--- src/sv/dgpb_pkg.sv ---
`timescale 1ns / 1ps
package dgpb_pkg;

  typedef enum logic [1:0] {
    FUSE_SOFT   = 2'd0,
    FUSE_HARD   = 2'd1,
    FUSE_TARGET = 2'd2
  } mode_t;

  typedef enum logic [2:0] {
    ST_IDLE,
    ST_EVAL,
    ST_SUM,
    ST_DIV,
    ST_FIN
  } state_t;

  // mode_select codes
  localparam logic [1:0] SEL_AUTO   = 2'd0;
  localparam logic [1:0] SEL_SOFT   = 2'd1;
  localparam logic [1:0] SEL_HARD   = 2'd2;
  localparam logic [1:0] SEL_TARGET = 2'd3;

  // register indexes
  localparam logic [2:0] CFG_MODE_SELECT       = 3'd0;
  localparam logic [2:0] CFG_TARGET_PRESSURE   = 3'd1;
  localparam logic [2:0] CFG_LOW_FULL_SCALE    = 3'd2;
  localparam logic [2:0] CFG_BLEND_START       = 3'd3;
  localparam logic [2:0] CFG_BLEND_END         = 3'd4;
  localparam logic [2:0] CFG_SWITCH_UP_LEVEL   = 3'd5;
  localparam logic [2:0] CFG_SWITCH_DOWN_LEVEL = 3'd6;
  localparam logic [2:0] CFG_TARGET_WINDOW     = 3'd7;

  localparam logic [15:0] RST_LOW_FULL_SCALE    = 16'd655;
  localparam logic [15:0] RST_BLEND_START       = 16'd524;
  localparam logic [15:0] RST_BLEND_END         = 16'd655;
  localparam logic [15:0] RST_SWITCH_UP_LEVEL   = 16'd623;
  localparam logic [15:0] RST_SWITCH_DOWN_LEVEL = 16'd557;
  localparam logic [15:0] RST_TARGET_WINDOW     = 16'd33;

  localparam logic [15:0] CONSISTENCY_LIMIT = 16'd3277;
  localparam logic [15:0] TARGET_LOW_LIMIT  = 16'd6554;
  localparam logic [15:0] ACTUAL_HIGH_LIMIT = 16'd6554;

  localparam int DIV_STEPS = 16;
  localparam int DIV_CNT_W = 4;

  typedef struct packed {
    logic load_in;
    logic eval;
    logic sum;
    logic div_step;
    logic load_out;
  } cmd_t;

  typedef struct packed {
    logic need_div;
  } stat_t;

endpackage

--- src/sv/dgpb_in_if.sv ---
`timescale 1ns / 1ps
interface dgpb_in_if;
  logic        valid;
  logic        ready;
  logic [15:0] low_reading;
  logic [15:0] high_reading;

  modport source (output valid, low_reading, high_reading, input ready);
  modport sink (input valid, low_reading, high_reading, output ready);
endinterface

--- src/sv/dgpb_out_if.sv ---
`timescale 1ns / 1ps
interface dgpb_out_if;
  logic        valid;
  logic        ready;
  logic [15:0] fused_pressure;
  logic [1:0]  mode_used;
  logic        low_selected;

  modport source (output valid, fused_pressure, mode_used, low_selected, input ready);
  modport sink (input valid, fused_pressure, mode_used, low_selected, output ready);
endinterface

--- src/sv/dgpb_datapath.sv ---
`timescale 1ns / 1ps
module dgpb_datapath (
  input  logic           clk,
  input  logic           rst,
  input  dgpb_pkg::cmd_t cmd,
  output dgpb_pkg::stat_t stat,
  input  logic           cfg_we,
  input  logic [2:0]     cfg_index,
  input  logic [15:0]    cfg_data,
  input  logic [15:0]    low_reading_in,
  input  logic [15:0]    high_reading_in,
  output logic [15:0]    fused_pressure,
  output logic [1:0]     mode_used,
  output logic           low_selected
);

  logic [1:0]  mode_select;
  logic [15:0] target_pressure;
  logic [15:0] low_full_scale;
  logic [15:0] blend_start;
  logic [15:0] blend_end;
  logic [15:0] switch_up_level;
  logic [15:0] switch_down_level;
  logic [15:0] target_window;

  logic use_low_gauge;
  logic gauges_agree;

  logic [15:0] lo;
  logic [15:0] hi;
  logic [15:0] res;
  dgpb_pkg::mode_t mode;
  logic        need_div;
  logic [31:0] prod_lo;
  logic [31:0] prod_hi;
  logic [15:0] den;
  logic [16:0] rem;
  logic [15:0] quot;

  // evaluation logic
  logic [15:0] tp_diff;
  logic [15:0] gap;
  logic [31:0] agree_rhs;
  logic        in_window;
  logic        agree_next;
  logic        use_low_next;
  logic        target_hit;
  dgpb_pkg::mode_t mode_next;
  logic        upd_agree;
  logic [15:0] res_next;
  logic        need_div_next;
  logic [32:0] num_sum;
  logic [16:0] trial;

  always_ff @(posedge clk) begin
    if (rst) begin
      mode_select       <= dgpb_pkg::SEL_AUTO;
      target_pressure   <= '0;
      low_full_scale    <= dgpb_pkg::RST_LOW_FULL_SCALE;
      blend_start       <= dgpb_pkg::RST_BLEND_START;
      blend_end         <= dgpb_pkg::RST_BLEND_END;
      switch_up_level   <= dgpb_pkg::RST_SWITCH_UP_LEVEL;
      switch_down_level <= dgpb_pkg::RST_SWITCH_DOWN_LEVEL;
      target_window     <= dgpb_pkg::RST_TARGET_WINDOW;
    end else if (cfg_we) begin
      case (cfg_index)
        dgpb_pkg::CFG_MODE_SELECT:       mode_select       <= cfg_data[1:0];
        dgpb_pkg::CFG_TARGET_PRESSURE:   target_pressure   <= cfg_data;
        dgpb_pkg::CFG_LOW_FULL_SCALE:    low_full_scale    <= cfg_data;
        dgpb_pkg::CFG_BLEND_START:       blend_start       <= cfg_data;
        dgpb_pkg::CFG_BLEND_END:         blend_end         <= cfg_data;
        dgpb_pkg::CFG_SWITCH_UP_LEVEL:   switch_up_level   <= cfg_data;
        dgpb_pkg::CFG_SWITCH_DOWN_LEVEL: switch_down_level <= cfg_data;
        dgpb_pkg::CFG_TARGET_WINDOW:     target_window     <= cfg_data;
        default: ;
      endcase
    end
  end

  always_comb begin
    tp_diff    = (lo >= target_pressure) ? lo - target_pressure : target_pressure - lo;
    gap        = (lo >= hi) ? lo - hi : hi - lo;
    agree_rhs  = 32'(dgpb_pkg::CONSISTENCY_LIMIT) * 32'(lo);
    in_window  = (lo >= blend_start) && (lo <= blend_end);
    target_hit = (target_pressure != 16'd0) && (tp_diff < target_window);

    if (!in_window) begin
      agree_next = gauges_agree;
    end else if (lo == 16'd0) begin
      agree_next = 1'b0;
    end else begin
      agree_next = ({gap, 16'd0} <= agree_rhs);
    end

    upd_agree = 1'b0;
    case (mode_select)
      dgpb_pkg::SEL_AUTO: begin
        if (target_hit) begin
          mode_next = dgpb_pkg::FUSE_TARGET;
        end else begin
          upd_agree = 1'b1;
          mode_next = agree_next ? dgpb_pkg::FUSE_SOFT : dgpb_pkg::FUSE_HARD;
        end
      end
      dgpb_pkg::SEL_SOFT: mode_next = dgpb_pkg::FUSE_SOFT;
      dgpb_pkg::SEL_HARD: mode_next = dgpb_pkg::FUSE_HARD;
      default:            mode_next = dgpb_pkg::FUSE_TARGET;
    endcase

    // up test wins when the levels overlap
    if (lo >= switch_up_level) begin
      use_low_next = 1'b0;
    end else if (lo <= switch_down_level) begin
      use_low_next = 1'b1;
    end else begin
      use_low_next = use_low_gauge;
    end

    need_div_next = 1'b0;
    case (mode_next)
      dgpb_pkg::FUSE_SOFT: begin
        if (lo <= blend_start) begin
          res_next = lo;
        end else if (lo >= blend_end) begin
          res_next = hi;
        end else begin
          res_next      = lo;
          need_div_next = 1'b1;
        end
      end
      dgpb_pkg::FUSE_HARD: res_next = use_low_next ? lo : hi;
      default: begin
        if (target_pressure < dgpb_pkg::TARGET_LOW_LIMIT && hi > dgpb_pkg::ACTUAL_HIGH_LIMIT) begin
          res_next = hi;
        end else begin
          res_next = (target_pressure < low_full_scale) ? lo : hi;
        end
      end
    endcase

    // numerator plus half divisor for round-half-up
    num_sum = {1'b0, prod_lo} + {1'b0, prod_hi} + {18'd0, den[15:1]};
    trial   = {rem[15:0], quot[15]};
  end

  assign stat.need_div = need_div_next;

  always_ff @(posedge clk) begin
    if (rst) begin
      use_low_gauge <= 1'b1;
      gauges_agree  <= 1'b1;
    end else if (cmd.eval) begin
      if (upd_agree) begin
        gauges_agree <= agree_next;
      end
      if (mode_next == dgpb_pkg::FUSE_HARD) begin
        use_low_gauge <= use_low_next;
      end
    end
  end

  always_ff @(posedge clk) begin
    if (cmd.load_in) begin
      lo <= low_reading_in;
      hi <= high_reading_in;
    end
    if (cmd.eval) begin
      mode     <= mode_next;
      res      <= res_next;
      need_div <= need_div_next;
      prod_lo  <= 32'(lo) * 32'(blend_end - lo);
      prod_hi  <= 32'(hi) * 32'(lo - blend_start);
      den      <= blend_end - blend_start;
    end
    if (cmd.sum) begin
      // quotient fits 16 bits, so the upper half is already below den
      rem  <= num_sum[32:16];
      quot <= num_sum[15:0];
    end
    if (cmd.div_step) begin
      if (trial >= {1'b0, den}) begin
        rem  <= trial - {1'b0, den};
        quot <= {quot[14:0], 1'b1};
      end else begin
        rem  <= trial;
        quot <= {quot[14:0], 1'b0};
      end
    end
    if (cmd.load_out) begin
      fused_pressure <= need_div ? quot : res;
      mode_used      <= mode;
      low_selected   <= use_low_gauge;
    end
  end

endmodule

--- src/sv/dgpb_ctrl.sv ---
`timescale 1ns / 1ps
module dgpb_ctrl (
  input  logic            clk,
  input  logic            rst,
  input  logic            in_valid,
  output logic            in_ready,
  output logic            out_valid,
  input  logic            out_ready,
  input  dgpb_pkg::stat_t stat,
  output dgpb_pkg::cmd_t  cmd
);

  dgpb_pkg::state_t state;
  dgpb_pkg::state_t state_next;
  logic [dgpb_pkg::DIV_CNT_W-1:0] cnt;
  logic [dgpb_pkg::DIV_CNT_W-1:0] cnt_next;
  logic out_valid_next;

  always_ff @(posedge clk) begin
    if (rst) begin
      state     <= dgpb_pkg::ST_IDLE;
      cnt       <= '0;
      out_valid <= 1'b0;
    end else begin
      state     <= state_next;
      cnt       <= cnt_next;
      out_valid <= out_valid_next;
    end
  end

  always_comb begin
    state_next = state;
    cnt_next   = cnt;
    cmd        = '0;
    in_ready   = 1'b0;
    case (state)
      dgpb_pkg::ST_IDLE: begin
        in_ready = 1'b1;
        if (in_valid) begin
          cmd.load_in = 1'b1;
          state_next  = dgpb_pkg::ST_EVAL;
        end
      end
      dgpb_pkg::ST_EVAL: begin
        cmd.eval   = 1'b1;
        state_next = stat.need_div ? dgpb_pkg::ST_SUM : dgpb_pkg::ST_FIN;
      end
      dgpb_pkg::ST_SUM: begin
        cmd.sum    = 1'b1;
        cnt_next   = '0;
        state_next = dgpb_pkg::ST_DIV;
      end
      dgpb_pkg::ST_DIV: begin
        cmd.div_step = 1'b1;
        cnt_next     = cnt + 1'b1;
        if (cnt == dgpb_pkg::DIV_CNT_W'(dgpb_pkg::DIV_STEPS - 1)) begin
          state_next = dgpb_pkg::ST_FIN;
        end
      end
      dgpb_pkg::ST_FIN: begin
        // output register must be free or emptying this cycle
        if (!out_valid || out_ready) begin
          cmd.load_out = 1'b1;
          state_next   = dgpb_pkg::ST_IDLE;
        end
      end
      default: state_next = dgpb_pkg::ST_IDLE;
    endcase

    if (cmd.load_out) begin
      out_valid_next = 1'b1;
    end else if (out_ready) begin
      out_valid_next = 1'b0;
    end else begin
      out_valid_next = out_valid;
    end
  end

  a_accept_to_eval: assert property (@(posedge clk) disable iff (rst)
    (state == dgpb_pkg::ST_IDLE && in_valid) |=> (state == dgpb_pkg::ST_EVAL))
    else $error("accepted request did not start evaluation");

  a_no_overwrite: assert property (@(posedge clk) disable iff (rst)
    cmd.load_out |-> (!out_valid || out_ready))
    else $error("result overwrote an untaken result");

  a_load_sets_valid: assert property (@(posedge clk) disable iff (rst)
    cmd.load_out |=> out_valid)
    else $error("loaded result not presented");

  a_div_start: assert property (@(posedge clk) disable iff (rst)
    (state == dgpb_pkg::ST_SUM) |=> (state == dgpb_pkg::ST_DIV && cnt == '0))
    else $error("division did not start from zero");

endmodule

--- src/sv/dual_gauge_pressure_blend.sv ---
`timescale 1ns / 1ps
// Fuses a low-range and a high-range gauge reading into one Q0.16 pressure,
// one result per request. After its request is accepted, a hard, target or
// out-of-window soft pick passes through the evaluate and finish states into
// the output register; a soft blend inside its window passes through evaluate,
// sum, the divide steps and finish, where a restoring divider produces one
// quotient bit per cycle into a 16-bit quotient. The block accepts again the
// cycle after the load. The next request is accepted once the previous one
// has reached the output register, even if that result has not been taken
// yet; it then waits in its last step until the output frees.
// Registers may be written only while the block is idle; a write takes effect
// on the next request.
module dual_gauge_pressure_blend (
  input  logic        clk,
  input  logic        rst,
  dgpb_in_if.sink     sample,
  dgpb_out_if.source  result,
  input  logic        cfg_we,
  input  logic [2:0]  cfg_index,
  input  logic [15:0] cfg_data
);

  dgpb_pkg::cmd_t  cmd;
  dgpb_pkg::stat_t stat;

  dgpb_ctrl u_ctrl (
    .clk       (clk),
    .rst       (rst),
    .in_valid  (sample.valid),
    .in_ready  (sample.ready),
    .out_valid (result.valid),
    .out_ready (result.ready),
    .stat      (stat),
    .cmd       (cmd)
  );

  dgpb_datapath u_datapath (
    .clk             (clk),
    .rst             (rst),
    .cmd             (cmd),
    .stat            (stat),
    .cfg_we          (cfg_we),
    .cfg_index       (cfg_index),
    .cfg_data        (cfg_data),
    .low_reading_in  (sample.low_reading),
    .high_reading_in (sample.high_reading),
    .fused_pressure  (result.fused_pressure),
    .mode_used       (result.mode_used),
    .low_selected    (result.low_selected)
  );

endmodule

--- src/flat_wrapper.sv ---
// flat-port wrapper written by rule: the top's interface ports become plain ports
module dual_gauge_pressure_blend_flat 
  (clk, rst, cfg_we, cfg_index, cfg_data, sample_valid, sample_low_reading, sample_high_reading, sample_ready, result_valid, result_fused_pressure, result_mode_used, result_low_selected, result_ready);
  dgpb_in_if sample_i ();
  dgpb_out_if result_i ();
  input  logic clk;
  input  logic rst;
  input  logic cfg_we;
  input  logic [2:0] cfg_index;
  input  logic [15:0] cfg_data;
  input wire logic [$bits(sample_i.valid)-1:0] sample_valid;
  input wire logic [$bits(sample_i.low_reading)-1:0] sample_low_reading;
  input wire logic [$bits(sample_i.high_reading)-1:0] sample_high_reading;
  output wire logic [$bits(sample_i.ready)-1:0] sample_ready;
  output wire logic [$bits(result_i.valid)-1:0] result_valid;
  output wire logic [$bits(result_i.fused_pressure)-1:0] result_fused_pressure;
  output wire logic [$bits(result_i.mode_used)-1:0] result_mode_used;
  output wire logic [$bits(result_i.low_selected)-1:0] result_low_selected;
  input wire logic [$bits(result_i.ready)-1:0] result_ready;
  assign sample_i.valid = sample_valid;
  assign sample_i.low_reading = sample_low_reading;
  assign sample_i.high_reading = sample_high_reading;
  assign sample_ready = sample_i.ready;
  assign result_valid = result_i.valid;
  assign result_fused_pressure = result_i.fused_pressure;
  assign result_mode_used = result_i.mode_used;
  assign result_low_selected = result_i.low_selected;
  assign result_i.ready = result_ready;
  dual_gauge_pressure_blend u_core (.clk(clk), .rst(rst), .sample(sample_i), .result(result_i), .cfg_we(cfg_we), .cfg_index(cfg_index), .cfg_data(cfg_data));
endmodule
--- config.mk ---
export PLATFORM = sky130hd
export DESIGN_NAME = dual_gauge_pressure_blend_flat
export DESIGN_NICKNAME = d
export VERILOG_FILES = /design/src/sv/dgpb_pkg.sv /design/src/sv/dgpb_in_if.sv /design/src/sv/dgpb_out_if.sv /design/src/sv/dgpb_datapath.sv /design/src/sv/dgpb_ctrl.sv /design/src/sv/dual_gauge_pressure_blend.sv /design/src/flat_wrapper.sv
export SDC_FILE = /design/constraint.sdc
export NUM_CORES = 2
export LEC_CHECK = 0
export ABC_AREA = 1
export ABC_CLOCK_PERIOD_IN_PS = 8200
export BUFFER_PORTS_ARGS = -buffer_cell sky130_fd_sc_hd__buf_2
export CAP_MARGIN = 10
export CORE_MARGIN = 2
export CORE_UTILIZATION = 25
export CTS_CLUSTER_SIZE = 24
export DETAILED_ROUTE_END_ITERATION = 7
export GPL_TIMING_DRIVEN = 0
export PLACE_DENSITY = 0.44
export SYNTH_ARGS = -nofsm -noshare
export SYNTH_HDL_FRONTEND = slang
export SYNTH_SLANG_ARGS = --single-unit
--- constraint.sdc ---
create_clock -name clk -period 8.2 [get_ports clk]
set_clock_uncertainty 0.1 [all_clocks]
set_input_delay 1.64 -clock clk [delete_from_list [all_inputs] [get_ports clk]]
set_output_delay 1.64 -clock clk [all_outputs]
set_load 0.01 [all_outputs]
==> implementation parameters <==
Parameter                              Value

Outcome
  Run status    finished clean

Worst setup path
  Kind of start point of the critical path    flop
  Largest fanout on the critical path    5
  Type of element capturing the critical path    flop
  Delay of the slowest cell on the worst path    610 ps
  Cell with the largest stage delay on the worst path    sky130_fd_sc_hd__fa_2
  R2R Setup Slk    120 ps
  Arrival time worst endpoint    8310 ps
  WS Path Type    flop to flop
  Data required time of the worst path    8420 ps

Die
  Die ar.    175000 µm²
  Number of top-level pins    77
  Horiz. Die Dim    418 µm
  Vertical die dimension    418 µm
  Core region area    170000 µm²
  Starting density of the core    25.2%
  # rows    151

Place
  RePlAce Congestion    0.929
  Setup Slack @ Placement    -2520 ps
  Placed wire-length estimate after detailed placement    125000 µm
  Number of buffers inserted by port buffering    75

Yosys
  Post-synth EDFFs    182
  Post-synthesis cell type with the largest combined area    sky130_fd_sc_hd__fa_1
  Net count after synthesis    6392
  Post-Syn Area    42900 µm²
  Count of mapped cells out of synthesis    5242
  Part of the Yosys area used for sequential elements    18.5%
  Portion of synthesized cell area occupied by the leading cell type    23.3%
  Post-synth top flop    sky130_fd_sc_hd__edfxtp_1
  Post-Syn Area per Cell    8.18 µm²
  Number of synthesized register bits    306
  Number of unique standard cell types used by synthesis    69
  Share of flip-flops with an asynchronous set or reset    0%
  Count of yosys warnings during synthesis    0
  Top area cells in the synthesized netlist    sky130_fd_sc_hd__fa_1 (23%), sky130_fd_sc_hd__ha_1 (17%), sky130_fd_sc_hd__edfxtp_1 (13%)

Drt
  Via density per instance    4.63
  Average wire length per cell after detail routing    20.5 µm
  DRT antenna net count    0
  Total iterations of the first detailed-routing run    5
  Total number of vias    35566
  Routed wire length    158000 µm
  Post-route DRC    0
  Iter 0 DRT Violations    2394

STA
  Max_slew headroom    15.0%
  Post-route minimum period    8080 ps
  Number of max-slew violations in the final report    0
  Maximum operating frequency    124 MHz
  Transition at the pin with the smallest max-transition slack    1240 ps
  Setup violators final    0
  Final worst path period share    98.6%
  Final hold vios    0
  PnR worst setup slack    115 ps
  Unrepaired setup endpoints after global routing    yes

Global routing
  Number of global-route vias before repair    36076
  Antenna violations before repair    11
  Total congestion overflow after global routing    0
  Global-route wire length before repair    235000 µm
  Largest net degree at the start of global routing    35
  Total Routing Usage GR    18.1%

CTS
  Worst-case clock buffer depth    3
  Num Clock Sinks    306
  Cell chosen for the clock root    sky130_fd_sc_hd__clkbuf_16
  Cts bufs inserted    37
  Worst-skew pair later-pin latency    600 ps
  Number of H-tree levels    2
  CTS clock-pin slew for the worst setup and hold paths    60 ps
  CTS tree    built

Run
  Number of max-capacitance violations reported    0

Min path
  Hold crit path type    flop to flop

Finish
  Proportion of layout cells with a drive suffix above 1    9.59%
  Layout overhead on the synthesized area    14.9%
  Net count, final    6591
[layer usage]
metal	GRT usage (%)	vias up	share of wire (%)
met3	1.71	200	4.5
met1	24.1	17438	45
met2	30.6	913	47
met4	5.89	4	3.9
met5	0	-	0.013
li1	-	17011	-
[synth_stat cells (all sizes together), types with 99 or more instances]
| master | count |
|---|---|
| inv | 1056 |
| ha | 595 |
| nand2 | 1074 |
| edfxtp | 182 |
| nand3 | 155 |
| clkbuf | 114 |
| nor2 | 354 |
| xor2 | 99 |
| fa | 499 |
| a21oi | 367 |
| dfxtp | 124 |
| o21ai | 237 |
[layout by cell type, fill, tap and decap left out, types with 124 or more instances in the layout]
master	instances
sky130_fd_sc_hd__nand2_1	1047
sky130_fd_sc_hd__inv_1	1018
sky130_fd_sc_hd__ha_1	568
sky130_fd_sc_hd__fa_1	490
sky130_fd_sc_hd__a21oi_1	343
sky130_fd_sc_hd__nor2_1	339
sky130_fd_sc_hd__o21ai_0	205
sky130_fd_sc_hd__edfxtp_1	182
sky130_fd_sc_hd__nand3_1	132
sky130_fd_sc_hd__dfxtp_1	124
[per-stage QoR]
stage          instances  cell area [µm²]  hold WS [ps]  util [%]  setup TNS [ps]
4_1_cts             7654            48400           319      28.5               0
3_5_place_dp        7546            46200           306      27.2         -115120
3_3_place_gp        7535            46000           303      27.1         -160330
2_1_floorplan       5242            42900           300         -               0
6_report            7686            49200           319      29.0               0
5_1_grt             7685            49200           339      29.0            -228
[final cells by class]
type | instances | area, µm²
fillers | 18229 | 121000
flip-flops and latches | 306 | 7950
clock buffers | 43 | 970
multi-input cells | 3725 | 31100
diodes | 2 | 5.00
clock inverters | 21 | 274
plain buffers | 130 | 691
inverters | 1071 | 4100
well taps | 2218 | 2780
repair buffers | 170 | 1330
[registers in the layout (all words and copies together) (netlist names), 3 cells and up]
| name | cells |
|---|---|
| u_core.u_ctrl.cnt | 4 |
| u_core.u_ctrl.state | 3 |
| u_core.u_datapath.blend_end | 16 |
| u_core.u_datapath.blend_start | 16 |
| u_core.u_datapath.den | 16 |
| u_core.u_datapath.fused_pressure | 16 |
| u_core.u_datapath.hi | 16 |
| u_core.u_datapath.lo | 16 |
| u_core.u_datapath.low_full_scale | 16 |
| u_core.u_datapath.prod_hi | 32 |
| u_core.u_datapath.prod_lo | 32 |
| u_core.u_datapath.quot | 16 |
| u_core.u_datapath.rem | 16 |
| u_core.u_datapath.res | 16 |
| u_core.u_datapath.switch_down_level | 16 |
| u_core.u_datapath.switch_up_level | 16 |
| u_core.u_datapath.target_pressure | 16 |
| u_core.u_datapath.target_window | 16 |
[worst paths after layout]
check                                               start                        endpoint  cells after the start
worst min register to register  u_core.u_datapath.mode[1]  u_core.u_datapath.mode_used[1]                      0
worst max register to register    u_core.u_datapath.lo[0]   u_core.u_datapath.prod_hi[30]                     39
worst max-delay path              u_core.u_datapath.lo[0]   u_core.u_datapath.prod_hi[30]                     39
worst min-delay path            u_core.u_datapath.mode[1]  u_core.u_datapath.mode_used[1]                      0
[cells by family (layout without fill, tap and decap cells)]
family,Yosys count,after routing,synth area share [%]
AND/OR/NAND/NOR,1681,1681,16.0
buffers and inverters,1211,1435,10.8
adder cells (fa/ha/maj),1094,1094,40.7
AO/OA/AOI/OAI,761,761,10.0
flip-flops,306,306,18.5
XOR/XNOR,166,166,3.39
multiplexers,23,23,0.581
other,0,2,0
[what timing repair did]
| action | 4_1_cts | 5_1_grt |
|---|---|---|
| pin swaps | 5 | 41 |
| hold buffers | 0 | 0 |
| cloned | 0 | 1 |
| gates resized for setup | 144 | 156 |
| setup buffers | 47 | 36 |
| endpoints found under the setup margin | 70 | 46 |
[critical path, delay by kind of cell, from the launching register on]
family / cells / cell delay, ps
fa+ha+maj: 9 / 3730
simple gates: 13 / 1350
compound gates: 6 / 900
flops: 1 / 340
buf+inv: 9 / 1050
xor+xnor: 2 / 280
Power is not shown: default switching activity piles up to over one toggle a cycle in this logic, so the estimate is an artifact.
